[src/design/ilud_pkg.sv]
// ----------------------------------------------------------------------------
// ilud_pkg
// Shared widths, codes, types and fixed-point helpers for the iterative
// inverse lens distortion block.
// ----------------------------------------------------------------------------
package ilud_pkg;

  localparam int COORD_W       = 32;
  localparam int FOCAL_W       = 64;
  localparam int CFG_IDX_W     = 4;
  localparam int OUTCOME_W     = 2;
  localparam int MAX_STEPS_DEF = 100;

  localparam int NUM_W  = 35;  // divider numerator, signed
  localparam int DIVD_W = 59;  // divider dividend, (|num| << 24) + den/2
  localparam int MOP_W  = 33;  // multiplier operand, signed
  localparam int PROD_W = 66;
  localparam int ACC_W  = 36;
  localparam int ERR_W  = 32;
  localparam int MAG_W  = 38;  // |50 * error delta|
  localparam int PT_W   = 34;  // evaluation point, p or p + step
  localparam int SAT_W  = 48;  // width handed to the saturating helper

  localparam logic [ERR_W-1:0]          TOL_Q16  = 32'd3277;
  localparam logic signed [COORD_W-1:0] STEP_Q16 = 32'sd655;
  localparam logic signed [ACC_W-1:0]   ONE_Q24  = 36'sd16777216;
  localparam logic signed [COORD_W-1:0] S32_MAX  = 32'sh7FFF_FFFF;
  localparam logic signed [COORD_W-1:0] S32_MIN  = 32'sh8000_0000;
  localparam logic [FOCAL_W-1:0]        FOCAL_RESET = 64'h0001_0000_0001_0000;

  typedef logic signed [COORD_W-1:0] s32_t;

  typedef enum logic [OUTCOME_W-1:0] {
    OUT_CONVERGED  = 2'd0,
    OUT_STEP_LIMIT = 2'd1,
    OUT_OVERFLOW   = 2'd2
  } outcome_t;

  typedef enum logic [CFG_IDX_W-1:0] {
    CFG_K1    = 4'd0,
    CFG_K2    = 4'd1,
    CFG_K3    = 4'd2,
    CFG_P1    = 4'd3,
    CFG_P2    = 4'd4,
    CFG_CX    = 4'd5,
    CFG_CY    = 4'd6,
    CFG_FOCAL = 4'd7
  } cfg_idx_t;

  typedef enum logic [4:0] {
    S_IDLE, S_DIVX, S_DIVY, S_XX, S_YY, S_XY, S_R4, S_R6,
    S_K1, S_K2, S_K3, S_P1XY, S_P2W, S_P2XY, S_P1W, S_RXC, S_RYC,
    S_SCX, S_SCY, S_EVAL, S_UXL, S_UXH, S_UYL, S_UYH, S_UPD, S_DONE
  } ctrl_state_t;

  typedef struct packed {
    s32_t        k1;
    s32_t        k2;
    s32_t        k3;
    s32_t        p1;
    s32_t        p2;
    s32_t        cx;
    s32_t        cy;
    logic [31:0] fx;
    logic [31:0] fy;
  } lens_cfg_t;

  typedef struct packed {
    logic                    start;
    logic signed [NUM_W-1:0] num;
    logic [31:0]             den;
  } div_req_t;

  typedef struct packed {
    logic done;
    logic ov;
    s32_t q;
  } div_rsp_t;

  typedef struct packed {
    s32_t     x;
    s32_t     y;
    outcome_t outcome;
  } point_res_t;

  typedef struct packed {
    logic ov;
    s32_t v;
  } sat_t;

  function automatic sat_t sat32(input logic signed [SAT_W-1:0] x);
    sat_t r;
    if (x > SAT_W'(S32_MAX)) begin
      r.ov = 1'b1;
      r.v  = S32_MAX;
    end else if (x < SAT_W'(S32_MIN)) begin
      r.ov = 1'b1;
      r.v  = S32_MIN;
    end else begin
      r.ov = 1'b0;
      r.v  = x[COORD_W-1:0];
    end
    return r;
  endfunction

  // Q8.24 product: round half up, floor shift, saturate
  function automatic sat_t mulq_fix(input logic signed [PROD_W-1:0] prod);
    logic signed [PROD_W-1:0] t;
    t = (prod + PROD_W'(64'sd8388608)) >>> 24;
    return sat32(t[SAT_W-1:0]);
  endfunction

endpackage

[src/design/ilud_mul.sv]
// ----------------------------------------------------------------------------
// ilud_mul
// Shared 33x33 signed multiplier with a registered product.
// ----------------------------------------------------------------------------
module ilud_mul (
  input  logic                                clk,
  input  logic signed [ilud_pkg::MOP_W-1:0]   a,
  input  logic signed [ilud_pkg::MOP_W-1:0]   b,
  output logic signed [ilud_pkg::PROD_W-1:0]  prod
);
  import ilud_pkg::*;

  logic signed [PROD_W-1:0] prod_r;

  assign prod = prod_r;

  always_ff @(posedge clk) begin
    prod_r <= a * b;
  end

endmodule

[config.mk]
export PLATFORM = sky130hd
export DESIGN_NAME = ilud_mul
export DESIGN_NICKNAME = d
export VERILOG_FILES = /design/src/design/ilud_pkg.sv /design/src/design/ilud_mul.sv
export SDC_FILE = /design/constraint.sdc
export NUM_CORES = 2
export LEC_CHECK = 0
export ABC_AREA = 0
export BUFFER_PORTS_ARGS = -buffer_cell sky130_fd_sc_hd__buf_2
export CAP_MARGIN = 40
export CORE_UTILIZATION = 50
export CTS_BUF_LIST = sky130_fd_sc_hd__clkbuf_4
export CTS_CLUSTER_SIZE = 16
export DETAILED_ROUTE_END_ITERATION = 6
export PLACE_DENSITY_LB_ADDON = 0.08
export SLEW_MARGIN = 20
export SYNTH_ARGS = -nofsm -noshare
export SYNTH_HDL_FRONTEND = slang
export SYNTH_SLANG_ARGS = --single-unit
[constraint.sdc]
create_clock -name clk -period 10.1 [get_ports clk]
set_input_delay 3.03 -clock clk [delete_from_list [all_inputs] [get_ports clk]]
set_output_delay 3.03 -clock clk [all_outputs]
set_load 0.1 [all_outputs]
* Word level (Yosys, flattened, before mapping)
Index checks and enable logic that the tools add are counted.
** Storage, ports and cells
- Register bits :: 66
- Input port bits :: 67
- Output and inout bits :: 66
** Cells by class
- $mul :: 1
** Operators with widths (count)
- $mul A33 B33 Y66 :: 1

* Longest topological paths before layout
- Depth after elaboration :: 1
- Gate-level depth with buffers :: 27
- Depth with buffers taken out :: 26

* Worst setup path before layout
OpenSTA, ideal clock, no wires.
- Kind :: input-to-reg
- Start point :: input port a[32] (netlist name)
- End point :: register prod_r[62] (netlist: prod[62])
- Arrival time :: 10187 ps
- Data required time :: 10021 ps
- Slack :: -166 ps
- Stages on the path :: 23
- Path through :: clkbuf_1 nand2_1 inv_1 fa_1 fa_1 fa_1 fa_1 fa_1 fa_1 fa_1 inv_1 fa_1 inv_1 ha_1 clkbuf_1 and3_1 nand3_1 nand2b_1 a2111oi_4 a211oi_4 a21o_2 a21o_1 a211oi_2
** Between the ends
- Word-level cells in the longest chain between the ends :: 1
** RTL lines
- from (decl) :: RTL line ilud_mul.sv:7 : input logic signed [ilud_pkg::MOP_W-1:0] a,
- $mul A33 B33 Y66 :: RTL line ilud_mul.sv:18 : prod_r <= a * b;
- to (signal assigned) :: RTL line ilud_mul.sv:18
- to (decl) :: RTL line ilud_mul.sv:13 : logic signed [PROD_W-1:0] prod_r;
No other way between the ends.

* Final worst setup path
- Start point :: input port b[10] (netlist name)
- End point :: register prod_r[58] (netlist: prod[58])
** Between the ends
- Word-level cells in the longest chain between the ends :: 1
** RTL lines
- from (decl) :: RTL line ilud_mul.sv:8 : input logic signed [ilud_pkg::MOP_W-1:0] b,
- $mul A33 B33 Y66 :: RTL line ilud_mul.sv:18
No other way between the ends.

==> flow_summary.ini <==
[floorplanning]
fp.dieArea_um2 = 82610
io_pins = 133
rows = 104
start_util = 0.5057
fp.coreArea_um2 = 80550
fp.dieW_um = 287.4
die_h_um = 287.4

[clock_tree]
cts_hold_buf = 0
post_cts_buffers = 0
cts.sinks = 66
cts_tree = done
clockBufferDepth = 2
cts_inserted_buffers = 9
cts_max_level = 3
cts-root-buf = clkbuf_4
path_clk_slew_ns = 0.16

[synth]
synth_cells = 4338
synthesis.nets = 5767
synth-edff-count = 0
yosysWarningCount = 0
syn_area_um2 = 40730
async_reset_ff_frac = 0
seq_area_frac_synth = 0.03244
ys.flop_type = dfxtp_1
synth.largest_area_cell = fa_1
synth_common_cells = 1145 x fa_1, 1131 x inv_1, 562 x and2_1
synth_cell_types = 80
synth_most_common_cell = fa_1
synthTopCellsByArea = fa_1 56%, inv_1 10%, and2_1 8.6%
syn_area_per_cell_um2 = 9.390
netlist.area_leader.share = 0.5627
ys_ff_latch = 66

[critical_path]
worst_setup_path_end_kind = flop
criticalPathCategory = in -> reg
arrival_ns = 10.27
max_stage_delay_ns = 0.55
crit_fanout = 23
slowest_stage = fa_1
startpoint_type = primary input
cpMostUsedCell = fa_1
critPathRequiredTime_ns = 10.47

[layout]
stdcell_area_um2 = 45380
largest_register_ffs = 66
drive_gt1_frac = 0.1262
fin_nets = 6093
utilization = 0.5634
fillCellCount = 7462
final_cells = 5731
area_growth_pct = 11.41

[sta]
tightest_slew_ns = 0.6357
min_period_ns = 9.904
rsz0062_at_grt = yes
slew_headroom = 0.5762
setup_violations = 0
final.period_utilization = 0.9806
hold_violations = 0
fmaxAchievable_mhz = 101.0
final_max_slew_viol_count = 0
fin_setup_tns_ns = 0

[flow_run]
maxCapViolCount = 0

[place]
port_buffers = 132
place.gp.congestion = 0.9163
numPlacedInstances = 5713
place_area_um2 = 45220
detailed_place_hpwl_um = 100900

[routing]
avgRoutedWirePerCell_um = 19.57
drt_iter0_drc = 1199
drc = 0
ant_nets = 0
vias_per_cell = 5.065
drt_wl_total_um = 112200
vias = 29026
first_pass_iters = 5

[global_routing]
grt_pass1_wl_um = 179400
grt_use_total = 0.2872
grt_pass1_vias = 32210
grt_antenna_before_repair = 6
grt_overflow = 0
grt_max_degree = 27

[outcome]
outcome = completed

[hold_path]
hp-class = in -> reg
-- per-layer routing --
metal | share of wire | track usage | up-vias
met2 | 0.54 | 0.5320 | 521
met5 | 0.00026 | 0 | -
li1 | - | - | 12973
met4 | 0.045 | 0.1125 | 4
met3 | 0.028 | 0.02238 | 180
met1 | 0.38 | 0.3442 | 15348
-- what timing repair did --
action                     4_1_cts  5_1_grt
gates resized for setup          0        1
hold endpoints to repair         0        0
setup endpoints to repair        0        2
-- stage by stage --
step           hold slack, ns  setup WS (ns)
6_report                3.147         0.1958
5_1_grt                 3.107      -0.001418
4_1_cts                 3.086         0.2532
3_5_place_dp            3.580        -0.2796
3_3_place_gp            3.582        -0.2256
2_1_floorplan           3.157        0.05277
-- layout make-up --
| type | instances | area (um^2) | area share |
|---|---|---|---|
| sequential | 66 | 1321 | 0.02911 |
| inverter | 1131 | 4245 | 0.09355 |
| clock inverter | 6 | 81.33 | 0.001792 |
| multi-input combinational | 2920 | 34320 | 0.7562 |
| antenna | 2 | 5.005 | 0.0001103 |
| tap | 1060 | 1326 | 0.02922 |
| timing repair buffer | 536 | 4009 | 0.08833 |
| clock buffer | 10 | 75.07 | 0.001654 |
-- cells by family (layout without fill, tap and decap cells) --
kind of cell               count (synthesis)  in the layout  synth area share
DFF                                       66             66           0.03244
buffers and inverters                   1352           1683            0.1251
AOI/OAI and AO/OA                        219            219           0.04067
and+or+nand+nor                         1271           1271            0.1578
adders and majority gates               1362           1362            0.6294
other                                      0              2                 0
xor gates and xnor gates                  68             68           0.01462
-- critical path, delay by kind of cell --
family	cells	cell delay, ns
AND/OR/NAND/NOR	2	0.33
AO/OA/AOI/OAI	7	1.74
buffers and inverters	8	1.07
adder cells (fa/ha/maj)	9	4.06
-- cell usage in the layout, fill, tap and decap left out, types with 36 or more instances in the layout --
master   instances
a21o_1          36
fa_1          1144
dfxtp_1         66
xnor2_1         43
a21oi_1         57
and2_1         562
buf_4          379
nor2_1          68
buf_2          131
inv_1         1131
nand2_1        551
ha_1           217
-- worst paths after layout --
path	cells after the start	slack [ns]	startpoint	endpoint
worst max-delay path	26	0.20	b[10]	prod[58]
worst min-delay path	3	3.15	b[0]	prod[0]
Power is left out: the tool's default activity adds up to more than one toggle a clock period on the data nets, which glitch-free logic cannot reach.
