## src/design/ilud_pkg.sv

```systemverilog
// ----------------------------------------------------------------------------
// ilud_pkg
// Shared widths, codes, types and fixed-point helpers for the iterative
// inverse lens distortion block.
// ----------------------------------------------------------------------------
package ilud_pkg;

  localparam int COORD_W       = 32;
  localparam int FOCAL_W       = 64;
  localparam int CFG_IDX_W     = 4;
  localparam int OUTCOME_W     = 2;
  localparam int MAX_STEPS_DEF = 100;

  localparam int NUM_W  = 35;  // divider numerator, signed
  localparam int DIVD_W = 59;  // divider dividend, (|num| << 24) + den/2
  localparam int MOP_W  = 33;  // multiplier operand, signed
  localparam int PROD_W = 66;
  localparam int ACC_W  = 36;
  localparam int ERR_W  = 32;
  localparam int MAG_W  = 38;  // |50 * error delta|
  localparam int PT_W   = 34;  // evaluation point, p or p + step
  localparam int SAT_W  = 48;  // width handed to the saturating helper

  localparam logic [ERR_W-1:0]          TOL_Q16  = 32'd3277;
  localparam logic signed [COORD_W-1:0] STEP_Q16 = 32'sd655;
  localparam logic signed [ACC_W-1:0]   ONE_Q24  = 36'sd16777216;
  localparam logic signed [COORD_W-1:0] S32_MAX  = 32'sh7FFF_FFFF;
  localparam logic signed [COORD_W-1:0] S32_MIN  = 32'sh8000_0000;
  localparam logic [FOCAL_W-1:0]        FOCAL_RESET = 64'h0001_0000_0001_0000;

  typedef logic signed [COORD_W-1:0] s32_t;

  typedef enum logic [OUTCOME_W-1:0] {
    OUT_CONVERGED  = 2'd0,
    OUT_STEP_LIMIT = 2'd1,
    OUT_OVERFLOW   = 2'd2
  } outcome_t;

  typedef enum logic [CFG_IDX_W-1:0] {
    CFG_K1    = 4'd0,
    CFG_K2    = 4'd1,
    CFG_K3    = 4'd2,
    CFG_P1    = 4'd3,
    CFG_P2    = 4'd4,
    CFG_CX    = 4'd5,
    CFG_CY    = 4'd6,
    CFG_FOCAL = 4'd7
  } cfg_idx_t;

  typedef enum logic [4:0] {
    S_IDLE, S_DIVX, S_DIVY, S_XX, S_YY, S_XY, S_R4, S_R6,
    S_K1, S_K2, S_K3, S_P1XY, S_P2W, S_P2XY, S_P1W, S_RXC, S_RYC,
    S_SCX, S_SCY, S_EVAL, S_UXL, S_UXH, S_UYL, S_UYH, S_UPD, S_DONE
  } ctrl_state_t;

  typedef struct packed {
    s32_t        k1;
    s32_t        k2;
    s32_t        k3;
    s32_t        p1;
    s32_t        p2;
    s32_t        cx;
    s32_t        cy;
    logic [31:0] fx;
    logic [31:0] fy;
  } lens_cfg_t;

  typedef struct packed {
    logic                    start;
    logic signed [NUM_W-1:0] num;
    logic [31:0]             den;
  } div_req_t;

  typedef struct packed {
    logic done;
    logic ov;
    s32_t q;
  } div_rsp_t;

  typedef struct packed {
    s32_t     x;
    s32_t     y;
    outcome_t outcome;
  } point_res_t;

  typedef struct packed {
    logic ov;
    s32_t v;
  } sat_t;

  function automatic sat_t sat32(input logic signed [SAT_W-1:0] x);
    sat_t r;
    if (x > SAT_W'(S32_MAX)) begin
      r.ov = 1'b1;
      r.v  = S32_MAX;
    end else if (x < SAT_W'(S32_MIN)) begin
      r.ov = 1'b1;
      r.v  = S32_MIN;
    end else begin
      r.ov = 1'b0;
      r.v  = x[COORD_W-1:0];
    end
    return r;
  endfunction

  // Q8.24 product: round half up, floor shift, saturate
  function automatic sat_t mulq_fix(input logic signed [PROD_W-1:0] prod);
    logic signed [PROD_W-1:0] t;
    t = (prod + PROD_W'(64'sd8388608)) >>> 24;
    return sat32(t[SAT_W-1:0]);
  endfunction

endpackage

```

## src/design/ilud_div.sv

```systemverilog
// ----------------------------------------------------------------------------
// ilud_div
// Radix-2 restoring divider: signed Q16.16 numerator over unsigned Q16.16
// focal length, rounded half away from zero, saturated to signed Q8.24.
// ----------------------------------------------------------------------------
module ilud_div (
  input  logic                clk,
  input  logic                rst_n,
  input  ilud_pkg::div_req_t  req,
  output ilud_pkg::div_rsp_t  rsp
);
  import ilud_pkg::*;

  localparam int CNT_W = $clog2(DIVD_W + 1);

  logic              busy_r, busy_nxt;
  logic [CNT_W-1:0]  cnt_r, cnt_nxt;
  logic [31:0]       rem_r, rem_nxt;
  logic [DIVD_W-1:0] dq_r, dq_nxt;
  logic [31:0]       den_r, den_nxt;
  logic              neg_r, neg_nxt;
  div_rsp_t          rsp_r, rsp_nxt;

  logic [PT_W-1:0]   mag;
  logic [32:0]       shl;
  logic              ge;
  logic              big;

  assign rsp = rsp_r;

  always_comb begin
    mag = req.num[NUM_W-1] ? PT_W'(-req.num) : PT_W'(req.num);
    shl = {rem_r, dq_r[DIVD_W-1]};
    ge  = (shl >= {1'b0, den_r});
    big = |dq_r[DIVD_W-1:32];
  end

  always_comb begin
    busy_nxt = busy_r;
    cnt_nxt  = cnt_r;
    rem_nxt  = rem_r;
    dq_nxt   = dq_r;
    den_nxt  = den_r;
    neg_nxt  = neg_r;
    rsp_nxt  = rsp_r;
    rsp_nxt.done = 1'b0;
    if (req.start) begin
      neg_nxt = req.num[NUM_W-1];
      den_nxt = req.den;
      if (req.den == '0) begin
        // zero focal: flag it, sign of the numerator
        rsp_nxt.done = 1'b1;
        rsp_nxt.ov   = 1'b1;
        if (req.num[NUM_W-1])  rsp_nxt.q = S32_MIN;
        else if (req.num != '0) rsp_nxt.q = S32_MAX;
        else                    rsp_nxt.q = '0;
      end else begin
        busy_nxt = 1'b1;
        cnt_nxt  = CNT_W'(DIVD_W);
        rem_nxt  = '0;
        dq_nxt   = {mag, 24'b0} + DIVD_W'(req.den >> 1);
      end
    end else if (busy_r) begin
      if (cnt_r != '0) begin
        rem_nxt = ge ? 32'(shl - {1'b0, den_r}) : shl[31:0];
        dq_nxt  = {dq_r[DIVD_W-2:0], ge};
        cnt_nxt = cnt_r - CNT_W'(1);
      end else begin
        busy_nxt     = 1'b0;
        rsp_nxt.done = 1'b1;
        if (neg_r) begin
          rsp_nxt.ov = big | (dq_r[31] & (|dq_r[30:0]));
          rsp_nxt.q  = rsp_nxt.ov ? S32_MIN : -$signed(dq_r[31:0]);
        end else begin
          rsp_nxt.ov = big | dq_r[31];
          rsp_nxt.q  = rsp_nxt.ov ? S32_MAX : $signed(dq_r[31:0]);
        end
      end
    end
  end

  always_ff @(posedge clk) begin
    if (!rst_n) begin
      busy_r <= 1'b0;
      rsp_r  <= '0;
    end else begin
      busy_r <= busy_nxt;
      rsp_r  <= rsp_nxt;
    end
  end

  always_ff @(posedge clk) begin
    cnt_r <= cnt_nxt;
    rem_r <= rem_nxt;
    dq_r  <= dq_nxt;
    den_r <= den_nxt;
    neg_r <= neg_nxt;
  end

endmodule

```

## config.mk

```make
export PLATFORM = sky130hd
export DESIGN_NAME = ilud_div
export DESIGN_NICKNAME = d
export VERILOG_FILES = /design/src/design/ilud_pkg.sv /design/src/design/ilud_div.sv
export SDC_FILE = /design/constraint.sdc
export NUM_CORES = 1
export LEC_CHECK = 0
export ABC_CLOCK_PERIOD_IN_PS = 6900
export BUFFER_PORTS_ARGS = -buffer_cell sky130_fd_sc_hd__buf_2
export CAP_MARGIN = 10
export CORE_AREA = 2 2 130 183
export DETAILED_ROUTE_END_ITERATION = 10
export DIE_AREA = 0 0 132 185
export GPL_ROUTABILITY_DRIVEN = 0
export MAX_ROUTING_LAYER = met4
export PLACE_DENSITY = 0.68
export SYNTH_ARGS = -nofsm -noshare
export SYNTH_HDL_FRONTEND = slang
export SYNTH_SLANG_ARGS = --single-unit
export TNS_END_PERCENT = 10
```

## constraint.sdc

```tcl
create_clock -name clk -period 6.9 [get_ports clk]
set_clock_uncertainty 0.05 [all_clocks]
set_input_delay 0.345 -clock clk [delete_from_list [all_inputs] [get_ports clk]]
set_output_delay 0.345 -clock clk [all_outputs]
set_load 0.01 [all_outputs]
```

* Yosys cells after proc, flatten, opt, wreduce, memory -nomap -nowiden
Index checks and enable logic that the tools add are counted.
Widths: inputs -> output; s select.
** Cells by class
- Bitwise gates (word level) :: 3
- Reduce and logical (&&, ||, !) cells :: 9
- Muxes and demuxes :: 27
- $add $sub $neg :: 5
- Equal/unequal tests :: 3
- Order comparisons :: 1
** Operators by type and width (count)
- $mux 32 :: 8
- $mux 59 :: 4
- $mux 34 :: 5
- $add 58x31->59 :: 1
- $reduce_bool 35->1 :: 1
- $neg 34->34 :: 1
- $ge 33x32->1 :: 1
- $mux 33 :: 1
- $logic_not 32->1 :: 1
- $neg 32->32 :: 1
- $sub 32x32->32 :: 1
- $mux 31 :: 1
- $reduce_or 31->1 :: 1
- $reduce_or 27->1 :: 1
- $mux 6 :: 4
- $reduce_and 3->1 :: 2
- $reduce_bool 6->1 :: 1
- $sub 6x1->6 const B :: 1
- $mux 1 :: 4
- $ne 2x2->1 const B :: 2
- $reduce_bool 2->1 :: 2
- $ne 2x1->1 const B :: 1
- $or 1x1->1 :: 2
- $and 1x1->1 :: 1
** Word-level totals
- Bits of input ports :: 70
- Output and inout bits :: 34
- Word-level logic and storage cells :: 57
- Flip-flop bits (word level) :: 165

* Longest topological paths before layout
- Depth after elaboration :: 8
- Mapped depth :: 17
- Depth with buffers taken out :: 15

* Worst setup path after synthesis
No wires, ideal clock.
- Kind :: input to register
- From :: input req[67] in the netlist's numbering
- To :: register cnt_r[0] (enable)
- Stages :: 4
- Data arrival time :: 5.032 ns
- Path buffers :: 2
- Required time :: 6.296 ns
- Slack :: 1.265 ns
- Setup time :: 0.554 ns
- Cells stage by stage :: clkbuf_1 > buf_1 > a21oi_1 > nor2_1
** Between the ends
- Cells in the longest elaborated chain, start to end :: 2
- Elaborated cells between the ends (all ways) :: 4
- Classes of those cells :: eq/ne (1); reduce/logical (3)
** RTL lines
- start, declared :: RTL line ilud_div.sv:9 : input ilud_pkg::div_req_t req,
- $ne 2x2->1 (no line) or $reduce_bool 2->1 (tied branches)
- $reduce_and 3->1 (no line) *
- end signal, assigned :: RTL line ilud_div.sv:93 : cnt_r <= cnt_nxt;
- end, declared :: RTL line ilud_div.sv:17 : logic [CNT_W-1:0] cnt_r, cnt_nxt;
Mark *: on every way between the ends. The rest lies on a longest branch, timed or not.
A chain may end at the register's enable or synchronous reset.

* Final worst setup path
- From :: input req[66] in the netlist's numbering
- To :: register dq_r[54], data pin
** Between the ends
- Cells in the longest elaborated chain, start to end :: 4
** RTL lines
- $mux 34 :: RTL line ilud_div.sv:32 : mag = req.num[NUM_W-1] ? PT_W'(-req.num) : PT_W'(req.num);
- $add 58x31->59 :: RTL line ilud_div.sv:61 : dq_nxt = {mag, 24'b0} + DIVD_W'(req.den >> 1);
- $mux 59 :: RTL line ilud_div.sv:50 : if (req.den == '0) begin
- $mux 59 :: RTL line ilud_div.sv:47 : if (req.start) begin
- net dq_nxt[54] :: RTL line ilud_div.sv:19 : logic [DIVD_W-1:0] dq_r, dq_nxt;
- end signal, assigned :: RTL line ilud_div.sv:95 : dq_r <= dq_nxt;
- end, declared :: RTL line ilud_div.sv:19
The timed path passes the listed nets, and every way through them passes these cells. The select of a mux whose other input is x is not followed.

==> results.toml <==
[yosys]
synth_area_um2 = 11200
synth.net_count = 1311
yosysTopAreaCell = "edfxtp_1"
synth_cell_types = 74
synth_area_per_cell_um2 = 9.40
synth_most_common_cell = "edfxtp_1"
synth_commonest_cells = "edfxtp_1, a21oi_1, nor2_1"
synth-seq-cells = 165
netlist_instances = 1196
async_reset_ff_share_pct = 0
synth.area.top_cells = "edfxtp_1, dfxtp_1, mux2_2, a21oi_1, xnor2_1"
synth_top_area_share_pct = 34.7
synth_edf_count = 130
seq_area_frac_synth_pct = 41.0
yosysWarnings = 0
synthFlopType = "edfxtp_1"

[global_route]
grtUsageTotal_pct = 24.5
grt_pass1_vias = 8816
grt_first_pass_wirelength_mm = 45.8
overflow = 0
grt_max_degree = 83
antenna_found_initial = 0

[final_layout]
multi_input_area_um2 = 6170
drive_gt1_share_pct = 17.4
regArea_um2 = 4600
syn2layout_area_growth_pct = 11.5
fillerInstances = 2096
finalNetCount = 1380
diodes = 0

[clock_tree]
post_cts_buffers = 0
cts_max_level = 4
cts_tree = "yes"
cts_resized = 0
hold_buffers = 0
clk_latency_ps = 440
clk_pin_slew_ps = 70
ctsLongestPathBuffers = 2
numCtsBuffers = 17
ctsRootBufferMaster = "clkbuf_16"
cts_sinks = 165

[sta]
finalSetupTns_ps = 0
worst_pin_slew_ps = 1100
fmax_ghz = 0.248
slew-limit-headroom_pct = 26.7
rsz0062_at_grt = "no"
hold_violations = 0
min_period_ps = 4030
setup_viol = 0
slew_violations = 0
final.period_utilization_pct = 58.5

[floorplan]
dieHeight_um = 185
rows = 66
coreArea_um2 = 22900
start_util_pct = 49.1
die_w_um = 132
io_pins = 104
die_area_um2 = 24400

[worst_setup_path]
arrival_ps = 4170
slowest_stage = "a2111oi_2"
worstPathRequired_ps = 7040
endpoint_kind = "flip-flop"
path_class = "in2reg"
crit_fanout = 40
crit_family = "compound AO/OA/AOI/OAI gates"
cpPeakStageDelay_ps = 730
startpoint_type = "primary input"
cp_cell_sequence = "buf_2 > nand2_1 > o21ai_0 > inv_1 > fa_1 > nor2b_1 > o21ai_0 > a21boi_0 > o211ai_1 > a2111oi_2 > nand3_1 > nor4_1 > xor2_1 > mux2_2"
crit_buf_inv = 2
critPathMostFrequentCell = "o21ai_0"

[power_and_ir_drop]
power_density_nw_per_um2 = 281
worst_ir_drop_vdd_mv = 0.171
switching_share_pct = 35.6
clockPowerShare_pct = 25.9
p_int_mw = 2.27
netSwitchingPower_mw = 1.25
finalPower_mw = 3.52
p_leak_nw = 4.84
p_comb_share_pct = 35.4
pwr-share-seq_pct = 38.8

[drt]
dr.pass1.iters = 5
routed_via_density = 5.90
drt-total-wl_mm = 29.0
drc = 0
vias = 9343
drt_iter0_markers = 592
wl_per_cell_um = 18.3
ant_nets = 0

[place]
dp_hpwl_mm = 21.5
io_buffers = 103

[min_path]
worstHoldPathType = "in2reg"

[flow_run]
drv_cap = 0

[status]
status = "completed"
## state kept, by name (all words and copies together) (netlist names)
name	flops
busy_r	1
dq_r	59
cnt_r	6
rem_r	32
den_r	32
rsp	34
neg_r	1
## layout by cell type (no fill, tap or decap), drive strengths merged, types with 4 or more instances in the layout
| cell | n |
|---|---|
| nor3 | 30 |
| and2 | 5 |
| and3 | 8 |
| o21ai | 66 |
| inv | 77 |
| nand3 | 41 |
| o211ai | 24 |
| buf | 111 |
| dfxtp | 35 |
| xor2 | 25 |
| nor3b | 4 |
| clkbuf | 18 |
| a211oi | 8 |
| or4 | 11 |
| o31ai | 11 |
| o41ai | 7 |
| nand2b | 15 |
| o21bai | 7 |
| ha | 43 |
| edfxtp | 130 |
| a31oi | 10 |
| nand4 | 14 |
| a2111oi | 4 |
| mux2i | 21 |
| nor4 | 33 |
| nand2 | 84 |
| xnor2 | 64 |
| nor2 | 90 |
| nor2b | 10 |
| a21oi | 112 |
| a41oi | 4 |
| o221ai | 12 |
| mux2 | 54 |
| or3 | 12 |
| o21a | 7 |
| o31a | 5 |
| a21o | 20 |
| nand3b | 7 |
## path summary, 6_finish.rpt
path                                from        to  slack, ps  depth (start not counted)
worst max-delay path             req[66]  dq_r[54]       2870                         14
worst min-delay path              req[0]  den_r[0]         50                          1
worst max register to register  dq_r[10]    rsp[0]       3000                         10
worst min register to register    busy_r    busy_r        450                          2
## cell families after synthesis
| family | Yosys count | share of synthesized area, % |
|---|---|---|
| simple gates | 371 | 17.0 |
| compound gates | 324 | 18.4 |
| flops | 165 | 41.0 |
| buf+inv | 127 | 4.32 |
| xor+xnor | 89 | 6.93 |
| mux | 75 | 7.31 |
| fa+ha+maj | 45 | 5.14 |
## power by group through the flow
| stage | sequential (mW) | clock, mW | combinational (mW) |
|---|---|---|---|
| floorplan | 1.35 | 0 | 0.972 |
| global placement | 1.38 | 0 | 1.22 |
| detailed placement | 1.38 | 0 | 1.24 |
| CTS | 1.37 | 0.928 | 1.25 |
| global route | 1.38 | 0.968 | 1.38 |
| finish | 1.36 | 0.912 | 1.24 |
## per-layer routing
metal | vias to the layer above | wire, um | track usage [%]
met5 | - | 0 | -
met4 | 0 | 1320 | 12.6
met3 | 61 | 1030 | 2.90
met2 | 226 | 15100 | 43.7
met1 | 4453 | 11600 | 27.0
li1 | 4603 | - | -
## through the flow
step | util, % | std cells | worst slack, ps | cell area, um2 | hold slack (ps)
after global routing | 54.8 | 1584 | 2450 | 12500 | 45.6
after CTS | 54.8 | 1584 | 2910 | 12500 | 34.4
after global placement | 52.4 | 1552 | 2510 | 12000 | 435
final | 54.8 | 1584 | 2870 | 12500 | 47.4
after detailed placement | 52.4 | 1552 | 2440 | 12000 | 436
after floorplan | - | 1196 | 1260 | 11200 | 394
## worst reg2reg max path, cell delays in order, from the launching register on
cell and delay [ps]:
edfxtp_1 480, or4_1 560, or3_1 440, nor4_1 470
nand3_1 260, o41ai_1 340, nand2_1 180, a21oi_2 360
buf_4 340, o21ai_0 200, a21oi_1 170
## final cells by class
| class | count | area share (%) |
|---|---|---|
| repair buffers | 111 | 4.61 |
| clock inverters | 14 | 0.908 |
| multi-input cells | 904 | 49.2 |
| well taps | 306 | 3.05 |
| clock buffers | 18 | 3.50 |
| flip-flops and latches | 165 | 36.7 |
| inverters | 66 | 1.98 |
Power figures use the tool's default switching activity.
